## src/rtl/jls_pkg.sv

```systemverilog
// Shared types and character constants for the JSON line splitter.
// Used by the front end, the queue, the back end and the top level.
package jls_pkg;

  // Quoting state of the text scanner.
  typedef enum logic [2:0] {
    MODE_NORMAL = 3'd0,
    MODE_NEWLN  = 3'd1,
    MODE_SQUOTE = 3'd2,
    MODE_DQUOTE = 3'd3,
    MODE_ESCAPE = 3'd4
  } mode_t;

  // Where an inserted newline goes relative to the text byte.
  typedef enum logic [1:0] {
    NL_NONE   = 2'd0,
    NL_BEFORE = 2'd1,
    NL_AFTER  = 2'd2
  } nl_kind_t;

  // One classified word waiting for the back end.
  typedef struct packed {
    logic [7:0] data;
    nl_kind_t   kind;
  } jls_entry_t;

  localparam logic [7:0] CH_NL     = 8'h0A;
  localparam logic [7:0] CH_LBRACE = 8'h7B;
  localparam logic [7:0] CH_LBRACK = 8'h5B;
  localparam logic [7:0] CH_COMMA  = 8'h2C;
  localparam logic [7:0] CH_RBRACE = 8'h7D;
  localparam logic [7:0] CH_RBRACK = 8'h5D;
  localparam logic [7:0] CH_DQ     = 8'h22;
  localparam logic [7:0] CH_SQ     = 8'h27;
  localparam logic [7:0] CH_BSL    = 8'h5C;
  localparam logic [7:0] CH_PRINT_LO = 8'h21;
  localparam logic [7:0] CH_PRINT_HI = 8'h7E;

endpackage

```

## src/rtl/jls_front.sv

```systemverilog
// Front end of the JSON line splitter: tracks quoting and classifies each byte.
// Depends on jls_pkg; pushes classified words into jls_queue.
module jls_front (
  input  logic               clk,
  input  logic               rst,
  input  logic               in_valid,
  output logic               in_ready,
  input  logic [7:0]         in_byte,
  input  logic               q_ready,
  output logic               q_push,
  output jls_pkg::jls_entry_t q_entry
);
  import jls_pkg::*;

  mode_t    mode;
  mode_t    mode_next;
  logic     keep;
  nl_kind_t kind;
  logic     accept;

  // A dropped byte is still accepted, so the front only waits on queue space.
  assign in_ready = q_ready;
  assign accept   = in_valid && in_ready;

  // Next quoting state for the byte on the input.
  always_comb begin
    mode_next = mode;
    unique case (mode)
      MODE_SQUOTE: begin
        if (in_byte == CH_SQ) mode_next = MODE_NORMAL;
      end
      MODE_DQUOTE: begin
        if (in_byte == CH_DQ) mode_next = MODE_NORMAL;
        else if (in_byte == CH_BSL) mode_next = MODE_ESCAPE;
      end
      MODE_ESCAPE: mode_next = MODE_DQUOTE;
      default: begin
        // Unprintable bytes outside quotes leave the state untouched.
        if (in_byte >= CH_PRINT_LO && in_byte <= CH_PRINT_HI) begin
          priority if (in_byte == CH_DQ) mode_next = MODE_DQUOTE;
          else if (in_byte == CH_SQ) mode_next = MODE_SQUOTE;
          else if (in_byte == CH_LBRACE || in_byte == CH_LBRACK || in_byte == CH_COMMA)
            mode_next = MODE_NEWLN;
          else mode_next = MODE_NORMAL;
        end
      end
    endcase
  end

  // Whether the byte is kept and where a newline is inserted.
  always_comb begin
    keep = 1'b1;
    kind = NL_NONE;
    unique case (mode)
      MODE_SQUOTE, MODE_DQUOTE, MODE_ESCAPE: begin
        keep = 1'b1;
        kind = NL_NONE;
      end
      default: begin
        keep = (in_byte >= CH_PRINT_LO) && (in_byte <= CH_PRINT_HI);
        priority if ((in_byte == CH_RBRACE || in_byte == CH_RBRACK) && mode != MODE_NEWLN)
          kind = NL_BEFORE;
        else if (in_byte == CH_LBRACE || in_byte == CH_LBRACK || in_byte == CH_COMMA)
          kind = NL_AFTER;
        else kind = NL_NONE;
      end
    endcase
  end

  assign q_push        = accept && keep;
  assign q_entry.data  = in_byte;
  assign q_entry.kind  = kind;

  // State register.
  always_ff @(posedge clk) begin
    if (rst) begin
      mode <= MODE_NORMAL;
    end else if (accept) begin
      mode <= mode_next;
    end
  end

endmodule

```

## src/rtl/jls_queue.sv

```systemverilog
// Small first-in first-out queue between the front and back ends.
// Depends on jls_pkg for the entry type.
module jls_queue #(
  parameter int DEPTH = 4
) (
  input  logic                        clk,
  input  logic                        rst,
  input  logic                        push,
  input  jls_pkg::jls_entry_t         push_entry,
  output logic                        push_ready,
  input  logic                        pop,
  output logic                        head_valid,
  output jls_pkg::jls_entry_t         head_entry,
  output logic [$clog2(DEPTH+1)-1:0]  count
);
  import jls_pkg::*;

  localparam int PW = (DEPTH > 1) ? $clog2(DEPTH) : 1;
  localparam int CW = $clog2(DEPTH + 1);
  localparam logic [PW-1:0] LAST_SLOT = PW'(DEPTH - 1);

  jls_entry_t    slots [DEPTH];
  logic [PW-1:0] wr_ptr;
  logic [PW-1:0] rd_ptr;
  logic          do_push;
  logic          do_pop;

  assign push_ready = (count != CW'(DEPTH));
  assign head_valid = (count != '0);
  assign head_entry = slots[rd_ptr];
  assign do_push    = push && push_ready;
  assign do_pop     = pop && head_valid;

  // Pointers and fill count.
  always_ff @(posedge clk) begin
    if (rst) begin
      wr_ptr <= '0;
      rd_ptr <= '0;
      count  <= '0;
    end else begin
      if (do_push) wr_ptr <= (wr_ptr == LAST_SLOT) ? '0 : wr_ptr + 1'b1;
      if (do_pop)  rd_ptr <= (rd_ptr == LAST_SLOT) ? '0 : rd_ptr + 1'b1;
      unique case ({do_push, do_pop})
        2'b10:   count <= count + 1'b1;
        2'b01:   count <= count - 1'b1;
        default: count <= count;
      endcase
    end
  end

  // Storage needs no reset.
  always_ff @(posedge clk) begin
    if (do_push) slots[wr_ptr] <= push_entry;
  end

endmodule

```

## src/rtl/jls_back.sv

```systemverilog
// Back end of the JSON line splitter: expands each queued word into one or
// two output bytes held in an output register. Depends on jls_pkg.
module jls_back (
  input  logic                clk,
  input  logic                rst,
  input  logic                head_valid,
  input  jls_pkg::jls_entry_t head_entry,
  output logic                pop,
  output logic                second,
  output logic                out_valid,
  input  logic                out_ready,
  output logic [7:0]          out_byte,
  output logic                last
);
  import jls_pkg::*;

  logic       load;
  logic       second_next;
  logic [7:0] byte_next;
  logic       last_next;

  // A queued byte loads the output register when it is empty or being taken.
  assign load = head_valid && (!out_valid || out_ready);

  // Pick the piece of the head word to send this cycle.
  always_comb begin
    byte_next   = head_entry.data;
    last_next   = 1'b1;
    second_next = 1'b0;
    unique case (head_entry.kind)
      NL_BEFORE: begin
        byte_next   = second ? head_entry.data : CH_NL;
        last_next   = second;
        second_next = !second;
      end
      NL_AFTER: begin
        byte_next   = second ? CH_NL : head_entry.data;
        last_next   = second;
        second_next = !second;
      end
      default: begin
        byte_next   = head_entry.data;
        last_next   = 1'b1;
        second_next = 1'b0;
      end
    endcase
  end

  // The word leaves the queue with its final byte.
  assign pop = load && last_next;

  // Control registers.
  always_ff @(posedge clk) begin
    if (rst) begin
      out_valid <= 1'b0;
      second    <= 1'b0;
    end else begin
      if (load) begin
        out_valid <= 1'b1;
        second    <= second_next;
      end else if (out_ready) begin
        out_valid <= 1'b0;
      end
    end
  end

  // Payload register.
  always_ff @(posedge clk) begin
    if (load) begin
      out_byte <= byte_next;
      last     <= last_next;
    end
  end

endmodule

```

## src/rtl/json_line_splitter_core.sv

```systemverilog
// Top level of the JSON line splitter: front end, queue and back end.
// Depends on jls_pkg, jls_front, jls_queue and jls_back.
//
//  Channel | Handshake             | Payload
//  --------+-----------------------+------------------------
//  input   | in_valid / in_ready   | in_byte[7:0]
//  output  | out_valid / out_ready | out_byte[7:0], last
//
// The front end accepts one byte per cycle while the queue has room; a byte
// that is dropped is accepted but produces nothing. The back end sends one
// output byte per cycle while a word is queued and the output is ready; a
// byte with an inserted newline yields two bytes. The output port sets the
// sustained rate. A result passes a queue slot, then the output register.
// Reset clears the quoting state, the queue and the output register.
// Either side may stall; the queue of DEPTH words absorbs the difference.
module json_line_splitter_core #(
  parameter int DEPTH = 4
) (
  input  logic       clk,
  input  logic       rst,
  input  logic       in_valid,
  output logic       in_ready,
  input  logic [7:0] in_byte,
  output logic       out_valid,
  input  logic       out_ready,
  output logic [7:0] out_byte,
  output logic       last
);
  import jls_pkg::*;

  localparam int CW = $clog2(DEPTH + 1);

  logic          q_push;
  logic          q_ready;
  jls_entry_t    q_in;
  logic          q_pop;
  logic          q_valid;
  jls_entry_t    q_head;
  logic [CW-1:0] q_count;
  logic          second;

  jls_front u_front (
    .clk      (clk),
    .rst      (rst),
    .in_valid (in_valid),
    .in_ready (in_ready),
    .in_byte  (in_byte),
    .q_ready  (q_ready),
    .q_push   (q_push),
    .q_entry  (q_in)
  );

  jls_queue #(
    .DEPTH (DEPTH)
  ) u_queue (
    .clk        (clk),
    .rst        (rst),
    .push       (q_push),
    .push_entry (q_in),
    .push_ready (q_ready),
    .pop        (q_pop),
    .head_valid (q_valid),
    .head_entry (q_head),
    .count      (q_count)
  );

  jls_back u_back (
    .clk        (clk),
    .rst        (rst),
    .head_valid (q_valid),
    .head_entry (q_head),
    .pop        (q_pop),
    .second     (second),
    .out_valid  (out_valid),
    .out_ready  (out_ready),
    .out_byte   (out_byte),
    .last       (last)
  );

  // The queue never holds more words than it has slots.
  a_count_bound: assert property (@(posedge clk) disable iff (rst)
    q_count <= CW'(DEPTH))
    else $error("queue count above depth");

  // While the second byte of a word is pending, that word is still queued.
  a_second_has_head: assert property (@(posedge clk) disable iff (rst)
    second |-> q_valid)
    else $error("second byte pending without a queued word");

  // A byte that is not the last of its word leaves the second half pending.
  a_not_last_pending: assert property (@(posedge clk) disable iff (rst)
    (out_valid && !last) |-> second)
    else $error("non-final byte shown without a pending second byte");

  // A word is popped only when it is present.
  a_pop_nonempty: assert property (@(posedge clk) disable iff (rst)
    q_pop |-> q_valid)
    else $error("pop from an empty queue");

endmodule

```

## config.mk

```make
export PLATFORM = sky130hd
export DESIGN_NAME = json_line_splitter_core
export DESIGN_NICKNAME = d
export VERILOG_FILES = /design/src/rtl/jls_pkg.sv /design/src/rtl/jls_front.sv /design/src/rtl/jls_queue.sv /design/src/rtl/jls_back.sv /design/src/rtl/json_line_splitter_core.sv
export SDC_FILE = /design/constraint.sdc
export NUM_CORES = 1
export LEC_CHECK = 0
export ABC_CLOCK_PERIOD_IN_PS = 3000
export BUFFER_PORTS_ARGS = -buffer_cell sky130_fd_sc_hd__buf_4
export CAP_MARGIN = 20
export CORE_UTILIZATION = 40
export DETAILED_ROUTE_END_ITERATION = 12
export REMOVE_ABC_BUFFERS = 1
export SYNTH_ARGS = -nofsm -noshare
export SYNTH_HDL_FRONTEND = slang
export SYNTH_SLANG_ARGS = --single-unit
```

## constraint.sdc

```tcl
create_clock -name clk -period 3 [get_ports clk]
set_input_delay 0.6 -clock clk [delete_from_list [all_inputs] [get_ports clk]]
set_output_delay 0.6 -clock clk [all_outputs]
set_load 0.01 [all_outputs]
```

==> insert_results.sql, run 1 <==
INSERT INTO impl_metrics (metric_group, metric, value, unit) VALUES
('timing', 'final_min_period_over_clock_period', '94.3', '%'),
('grt', 'grt_pass1_wl', '8100', 'µm'),
('die', 'count_of_standard_cell_rows', '29', ''),
('logic_synthesis', 'synth_enable_flop_cells', '49', ''),
('power', 'power.ir.vdd_worst', '0.000257', 'V'),
('logic_synthesis', 'yosysUniqueCellTypes', '45', ''),
('logic_synthesis', 'ys_async_sr_fraction', '0', '%'),
('die', 'core_region_area', '0.00653', 'mm²'),
('drt', 'detailedRoute.firstIterationViolations', '91', ''),
('logic_synthesis', 'biggest_area_consumer_among_synthesized_cells', 'sky130_fd_sc_hd__edfxtp_1', ''),
('power', 'cell_internal_pwr', '1.99', 'mW'),
('finish', 'drive_gt1_share', '32.1', '%'),
('logic_synthesis', 'synth_top_area_share', '53.1', '%'),
('drt', 'drt-vias-per-instance', '5.21', ''),
('timing', 'number_of_hold_violations_in_the_final_report', '0', ''),
('worst_setup_path', 'crit_required', '3.27', 'ns'),
('grt', 'initial_antenna_violation_count', '0', ''),
('drt', 'drt_pre_antenna_iters', '4', ''),
('logic_synthesis', 'synth_top_cells_by_area', 'sky130_fd_sc_hd__edfxtp_1, sky130_fd_sc_hd__dfxtp_1, sky130_fd_sc_hd__mux4_2', ''),
('place', 'portBuffers', '22', ''),
('clocking', 'clk_path_buf_depth', '2', ''),
('logic_synthesis', 'synthFlopType', 'sky130_fd_sc_hd__edfxtp_1', ''),
('power', 'power_switching_share', '30.4', '%'),
('logic_synthesis', 'netlist_instances', '188', ''),
('die', 'dieWidth', '85.2', 'µm'),
('worst_setup_path', 'crit_path_max_fanout', '3', ''),
('timing', 'worst_slew_pin_slew', '0.465', 'ns'),
('grt', 'grt_max_degree', '14', ''),
('clocking', 'cts-buffers-inserted', '9', ''),
('job', 'max_cap_violations', '0', ''),
('logic_synthesis', 'mappedNetlistArea', '0.00277', 'mm²'),
('logic_synthesis', 'synth-warning-count', '0', ''),
('place', 'detailed_place_hpwl', '3360', 'µm'),
('worst_setup_path', 'type_of_element_launching_the_critical_path', 'flop', ''),
('clocking', 'clock_latency_on_the_worst_skew_pair', '0.34', 'ns'),
('finish', 'areaGrowthSynthToFinish', '19.9', '%'),
('drt', 'ant_nets', '0', ''),
('clocking', 'clock_tree.root_cell', 'sky130_fd_sc_hd__clkbuf_8', ''),
('finish', 'final.fill_count', '562', ''),
('die', 'die_area', '0.00727', 'mm²'),
('run_status', 'outcome', 'finished, final reports clean', ''),
('die', 'chipHeight', '85.2', 'µm'),
('min_path', 'hold_crit_start', 'u_back.out_valid', ''),
('timing', 'worst_slack', '0.172', 'ns'),
('worst_setup_path', 'timing.setup.critical_path_class', 'reg2reg', ''),
('die', 'floorplan.initialDensity', '42.4', '%'),
('clocking', 'tritoncts_num_sinks', '63', ''),
('logic_synthesis', 'yosys.cell_count.top_type', 'sky130_fd_sc_hd__edfxtp_1', ''),
('timing', 'drv_slew', '0', ''),
('place', 'placed_cells_incl_taps', '298', ''),
('clocking', 'clk_pin_slew', '0.07', 'ns'),
('drt', 'vias', '1636', ''),
('clocking', 'post-cts-setup-buffer-count', '0', ''),
('die', 'floorplan.io_pins', '23', ''),
('power', 'design_power_total', '2.86', 'mW'),
('logic_synthesis', 'synth-seq-cells', '63', ''),
('finish', 'antennaDiodeCount', '0', ''),
('timing', 'fmax', '354', 'MHz'),
('drt', 'drc', '0', ''),
('timing', 'slew_headroom', '68.2', '%'),
('worst_setup_path', 'cp-end-kind', 'flop', ''),
('finish', 'fin_nets', '253', ''),
('power', 'seqPwrFrac', '42.6', '%'),
('power', 'switching_power', '0.871', 'mW'),
('finish', 'layoutNonFillerInstCount', '314', ''),
('place', 'gp_congestion', '0.852', ''),
('grt', 'first_global_vias', '1674', ''),
('clocking', 'cts_tree', 'built', ''),
('drt', 'detail_route.wl_per_cell', '15.7', 'µm'),
('worst_setup_path', 'arrival', '3.10', 'ns'),
('logic_synthesis', 'synth.yosys.seq_area_share', '63.2', '%');
## stage by stage
stage / hold slack (ns) / util [%] / instance area (µm²)
2_1_floorplan: 0.461 / - / 2740
3_3_place_gp: 0.462 / 47.9 / 3130
3_5_place_dp: 0.467 / 47.9 / 3130
4_1_cts: 0.479 / 50.8 / 3320
5_1_grt: 0.497 / 50.9 / 3320
6_report: 0.478 / 50.9 / 3320
## cell families after synthesis
| group | Yosys count | share of synthesized area, % |
|---|---|---|
| DFF | 63 | 63.2 |
| and+or+nand+nor | 54 | 11.3 |
| AOI/OAI and AO/OA | 22 | 6.37 |
| buffers and inverters | 20 | 3.02 |
| muxes | 16 | 10.5 |
| adders and majority gates | 9 | 4.33 |
| xor gates and xnor gates | 4 | 1.26 |
## layout make-up
cell class              count  area (µm²)  area share, %
well taps                  77        96.3           2.90
multi-input cells         105         936           28.2
repair buffers             38         285           8.59
clock buffers               9         124           3.73
flip-flops and latches     63        1750           52.8
clock inverters             7        71.3           2.15
inverters                  15        56.3           1.69
## metal layers
metal | GRT usage (%) | part of all wire, %
met1 | 18.9 | 46
met2 | 24.7 | 48
met5 | 0 | 0
met3 | 4.38 | 4.1
met4 | 7.55 | 1.9
## flip-flops by register name, indices dropped and copies added, names as in the netlist, named ones only
register and count:
u_queue.slots 40, u_back.out_byte 8, u_front.mode 3, u_queue.count 3
u_queue.rd_ptr 2, u_queue.wr_ptr 2, u_back.last 1, u_back.out_valid 1
u_back.second 1
## power by group through the flow
stage	logic, mW	registers [mW]	clock network (mW)
2_1_floorplan	0.516	1.29	0
3_3_place_gp	0.916	1.24	0
3_5_place_dp	0.935	1.24	0
4_1_cts	0.939	1.22	0.739
5_1_grt	1.03	1.24	0.778
6_report	0.923	1.22	0.722
## worst paths after layout
kind,endpoint,slack (ns),cells after the start
worst max-delay path,u_queue.count[2],0.17,11
worst min-delay path,u_back.out_valid,0.48,2
worst max register to register,u_queue.count[2],0.17,11
worst min register to register,u_back.out_valid,0.48,2
## worst max-delay path, stage by stage (launching register included)
cell,delay (ns)
sky130_fd_sc_hd__dfxtp_2,0.37
sky130_fd_sc_hd__mux4_2,0.52
sky130_fd_sc_hd__ha_1,0.31
sky130_fd_sc_hd__nor2_1,0.05
sky130_fd_sc_hd__inv_1,0.07
sky130_fd_sc_hd__and2_0,0.21
sky130_fd_sc_hd__ha_1,0.20
sky130_fd_sc_hd__inv_1,0.05
sky130_fd_sc_hd__fa_1,0.37
sky130_fd_sc_hd__xor2_1,0.16
sky130_fd_sc_hd__or3_1,0.31
sky130_fd_sc_hd__a21oi_1,0.14
## timing repair
item | in CTS | in global routing
gates resized for setup | 0 | 1
hold buffers | 0 | 0
setup endpoints to repair | 0 | 1
endpoints found under the hold margin | 0 | 0
## cells in the final DEF, fill, tap and decap left out, types with 2 or more instances in the layout
master	n
sky130_fd_sc_hd__and2_2	4
sky130_fd_sc_hd__nor4_1	4
sky130_fd_sc_hd__o21a_1	2
sky130_fd_sc_hd__nand2_1	4
sky130_fd_sc_hd__buf_4	38
sky130_fd_sc_hd__clkbuf_8	9
sky130_fd_sc_hd__nor3_1	2
sky130_fd_sc_hd__o22a_1	2
sky130_fd_sc_hd__inv_1	15
sky130_fd_sc_hd__mux2i_1	5
sky130_fd_sc_hd__clkinvlp_4	2
sky130_fd_sc_hd__nor2b_1	7
sky130_fd_sc_hd__a21oi_1	8
sky130_fd_sc_hd__ha_1	8
sky130_fd_sc_hd__edfxtp_1	49
sky130_fd_sc_hd__a2111oi_0	2
sky130_fd_sc_hd__dfxtp_1	13
sky130_fd_sc_hd__mux4_2	10
sky130_fd_sc_hd__nor2_1	19
sky130_fd_sc_hd__xor2_1	3
No activity file was read; power rests on OpenSTA's default activity.
==> run 2: changes to the inputs <==
SYNTH_HIERARCHICAL = 1   (was not set)
==> run 2 against run 1 <==
Against the previous run:
- routed wire length decreased by 1.7%
- hold slack improved by 0.026 ns
- power decreased by 22%
- flip-flop and latch count unchanged
- clock skew increased by 0.0027 ns
==> insert_results.sql, run 2 <==
INSERT INTO impl_metrics (metric_group, metric, value, unit) VALUES
('run_status', 'outcome', 'finished, final reports clean', ''),
('logic_synthesis', 'synthTopCellsByCount', 'sky130_fd_sc_hd__edfxtp_1, sky130_fd_sc_hd__dfxtp_1, sky130_fd_sc_hd__inv_1', ''),
('timing', 'slew_headroom', '70.8', '%'),
('logic_synthesis', 'synth_enable_flop_cells', '49', ''),
('clocking', 'clock_tree.root_cell', 'sky130_fd_sc_hd__clkbuf_8', ''),
('logic_synthesis', 'mappedNetlistArea', '0.00287', 'mm²'),
('grt', 'grt_pass1_wl', '7920', 'µm'),
('die', 'count_of_standard_cell_rows', '30', ''),
('worst_setup_path', 'crit_path_frequent_cell', 'sky130_fd_sc_hd__inv_1', ''),
('drt', 'ant_nets', '0', ''),
('drt', 'vias', '1658', ''),
('timing', 'setup_repair_after_global_routing_missed_its_margin', 'false', ''),
('timing', 'final_min_period_over_clock_period', '95.0', '%'),
('grt', 'grt_max_degree', '16', ''),
('timing', 'finalCriticalPeriod', '2.85', 'ns'),
('finish', 'reg_top3', 'u_queue/slots (40), u_back/out_byte (8)', ''),
('worst_setup_path', 'arrival', '3.12', 'ns'),
('finish', 'commonest_non_fill_non_tap_cells_in_the_layout', 'sky130_fd_sc_hd__edfxtp_1, sky130_fd_sc_hd__buf_4, sky130_fd_sc_hd__inv_1, sky130_fd_sc_hd__dfxtp_1, sky130_fd_sc_hd__nor2_1', ''),
('grt', 'grtUsageTotal', '14.5', '%'),
('place', 'portBuffers', '22', ''),
('timing', 'fmax', '351', 'MHz'),
('timing', 'worst_slew_pin_slew', '0.437', 'ns'),
('logic_synthesis', 'syn_avg_cell_area', '14.1', 'µm²'),
('finish', 'layout.cells.most_common', 'sky130_fd_sc_hd__edfxtp_1', ''),
('drt', 'drt_pre_antenna_iters', '4', ''),
('logic_synthesis', 'synthFlopType', 'sky130_fd_sc_hd__edfxtp_1', ''),
('worst_setup_path', 'critical_path.slowest_cell', 'sky130_fd_sc_hd__mux4_2', ''),
('worst_setup_path', 'timing.setup.critical_path_class', 'reg2reg', ''),
('finish', 'largest_register', 'u_queue/slots', ''),
('worst_setup_path', 'critPathBufInv', '2', ''),
('place', 'detailed_place_hpwl', '3400', 'µm'),
('logic_synthesis', 'biggest_area_consumer_among_synthesized_cells', 'sky130_fd_sc_hd__edfxtp_1', ''),
('timing', 'fin_worst_hold_slack', '0.505', 'ns'),
('worst_setup_path', 'type_of_element_launching_the_critical_path', 'flop', ''),
('worst_setup_path', 'crit_required', '3.27', 'ns'),
('worst_setup_path', 'cp_max_stage_delay', '0.55', 'ns'),
('die', 'core_region_area', '0.00687', 'mm²'),
('place', 'gp_congestion', '0.725', ''),
('logic_synthesis', 'yosys.cell_count.top_type', 'sky130_fd_sc_hd__edfxtp_1', ''),
('drt', 'finalWirelength', '4840', 'µm'),
('clocking', 'clock_tree.htree_level_count', '3', ''),
('clocking', 'cts-buffers-inserted', '9', ''),
('place', 'placed_cells_incl_taps', '316', ''),
('finish', 'flip_flop_count_of_the_largest_register_after_layout', '40', ''),
('worst_setup_path', 'crit_path_max_delay_family', 'adder cells', ''),
('die', 'floorplan.initialDensity', '41.7', '%'),
('grt', 'first_global_vias', '1603', ''),
('logic_synthesis', 'netlist_instances', '203', ''),
('power', 'power.ir.vdd_worst', '0.000258', 'V'),
('drt', 'detail_route.wl_per_cell', '14.6', 'µm'),
('timing', 'accumulated_negative_setup_slack', '0', 'ns'),
('clocking', 'clk_path_buf_depth', '2', ''),
('clocking', 'clk_pin_slew', '0.07', 'ns'),
('clocking', 'tritoncts_num_sinks', '63', ''),
('clocking', 'cts_tree', 'built', ''),
('finish', 'layoutNonFillerInstCount', '332', ''),
('timing', 'number_of_hold_violations_in_the_final_report', '0', ''),
('drt', 'drt-vias-per-instance', '4.99', ''),
('logic_synthesis', 'synth.yosys.seq_area_share', '61.1', '%'),
('power', 'power.static_leakage', '1.20', 'nW'),
('die', 'floorplan.io_pins', '23', ''),
('die', 'die_area', '0.00751', 'mm²'),
('logic_synthesis', 'synth-seq-cells', '63', ''),
('timing', 'finClkSkew', '0.0105', 'ns'),
('timing', 'setup_viol', '0', ''),
('clocking', 'clock_latency_on_the_worst_skew_pair', '0.34', 'ns'),
('finish', 'areaGrowthSynthToFinish', '18.5', '%'),
('logic_synthesis', 'synth_top_area_share', '51.3', '%'),
('logic_synthesis', 'yosysUniqueCellTypes', '47', ''),
('finish', 'fin_nets', '252', ''),
('job', 'max_cap_violations', '0', ''),
('die', 'chipHeight', '86.7', 'µm'),
('min_path', 'min_path_type', 'reg2reg', ''),
('power', 'pwr_density_cell', '655', 'mW/mm²'),
('drt', 'drc', '0', ''),
('die', 'dieWidth', '86.7', 'µm'),
('logic_synthesis', 'ys_async_sr_fraction', '0', '%'),
('logic_synthesis', 'synth_top_cells_by_area', 'sky130_fd_sc_hd__edfxtp_1, sky130_fd_sc_hd__dfxtp_1, sky130_fd_sc_hd__mux4_2', ''),
('grt', 'global_route.overflow_total', '0', ''),
('grt', 'initial_antenna_violation_count', '0', ''),
('worst_setup_path', 'cp-end-kind', 'flop', ''),
('worst_setup_path', 'worstPathCellList', 'mux4_2, ha_4, or2_1, and3_4, o31ai_2, inv_1, ha_2, inv_1, fa_2, xor2_1, or3_1, a21oi_1', ''),
('worst_setup_path', 'crit_path_max_fanout', '3', ''),
('drt', 'detailedRoute.firstIterationViolations', '61', ''),
('clocking', 'post-cts-setup-buffer-count', '0', ''),
('clocking', 'cts-hold-fix-buffers', '0', ''),
('timing', 'drv_slew', '0', ''),
('finish', 'drive_gt1_share', '31.4', '%'),
('clocking', 'post_cts.resized_instances', '0', ''),
('logic_synthesis', 'synth-warning-count', '6', ''),
('finish', 'antennaDiodeCount', '0', '');
## run 2: worst paths after layout
kind / from / endpoint / slack, ns / depth (start not counted)
setup / recovery: flop / u_queue/count[2] / 0.15 / 12
hold / removal: u_queue/rd_ptr[0] / flop / 0.50 / 2
setup reg to reg: flop / u_queue/count[2] / 0.15 / 12
hold reg to reg: u_queue/rd_ptr[0] / flop / 0.50 / 2
## run 2: final cells by class
cell class,instances,area [µm²]
clock buffer,9,124
fill,609,3470
multi-input combinational,114,1000
clock inverter,7,121
tap,96,120
timing repair buffer,30,225
sequential,63,1760
inverter,13,48.8
## run 2: layer usage
layer	vias to the layer above	global-route usage, %	share of wire [%]
li1	807	-	-
met1	812	17.5	45
met2	28	23.9	50
met3	11	3.71	2.5
met4	0	8.18	2.2
met5	-	0	0
## run 2: where the power goes
group / internal [mW] / switching [mW]
Sequential: 1.01 / 0.0293
Combinational: 0.140 / 0.153
Clock: 0.552 / 0.337
## run 2: kinds of logic after synthesis
kind of cell / count (synthesis) / share of synthesized area [%]
buffers and inverters: 26 / 4.89
multiplexers: 13 / 8.90
adder cells (fa/ha/maj): 9 / 4.19
XOR/XNOR: 3 / 0.917
flip-flops: 63 / 61.1
AO/OA/AOI/OAI: 24 / 6.59
AND/OR/NAND/NOR: 65 / 13.4
## run 2: worst reg2reg max path: cells and delay by family (launching register included)
kind                       cells  cell delay, ns
and+or+nand+nor                3            0.59
muxes                          1            0.55
adders and majority gates      3            0.79
DFF                            1            0.37
buffers and inverters          2            0.12
xor gates and xnor gates       1            0.15
AOI/OAI and AO/OA              2            0.21
## run 2: through the flow
step                util, %  setup slack, ns  instance area (µm²)  power [mW]
finish                 49.5            0.149                 3400        2.22
global route           49.5           0.0307                 3400        2.32
CTS                    49.0           0.0328                 3370        2.24
detailed placement     45.4           0.0565                 3120        1.35
global placement       45.4            0.124                 3120        1.35
floorplan                 -           -0.222                 2780        1.23
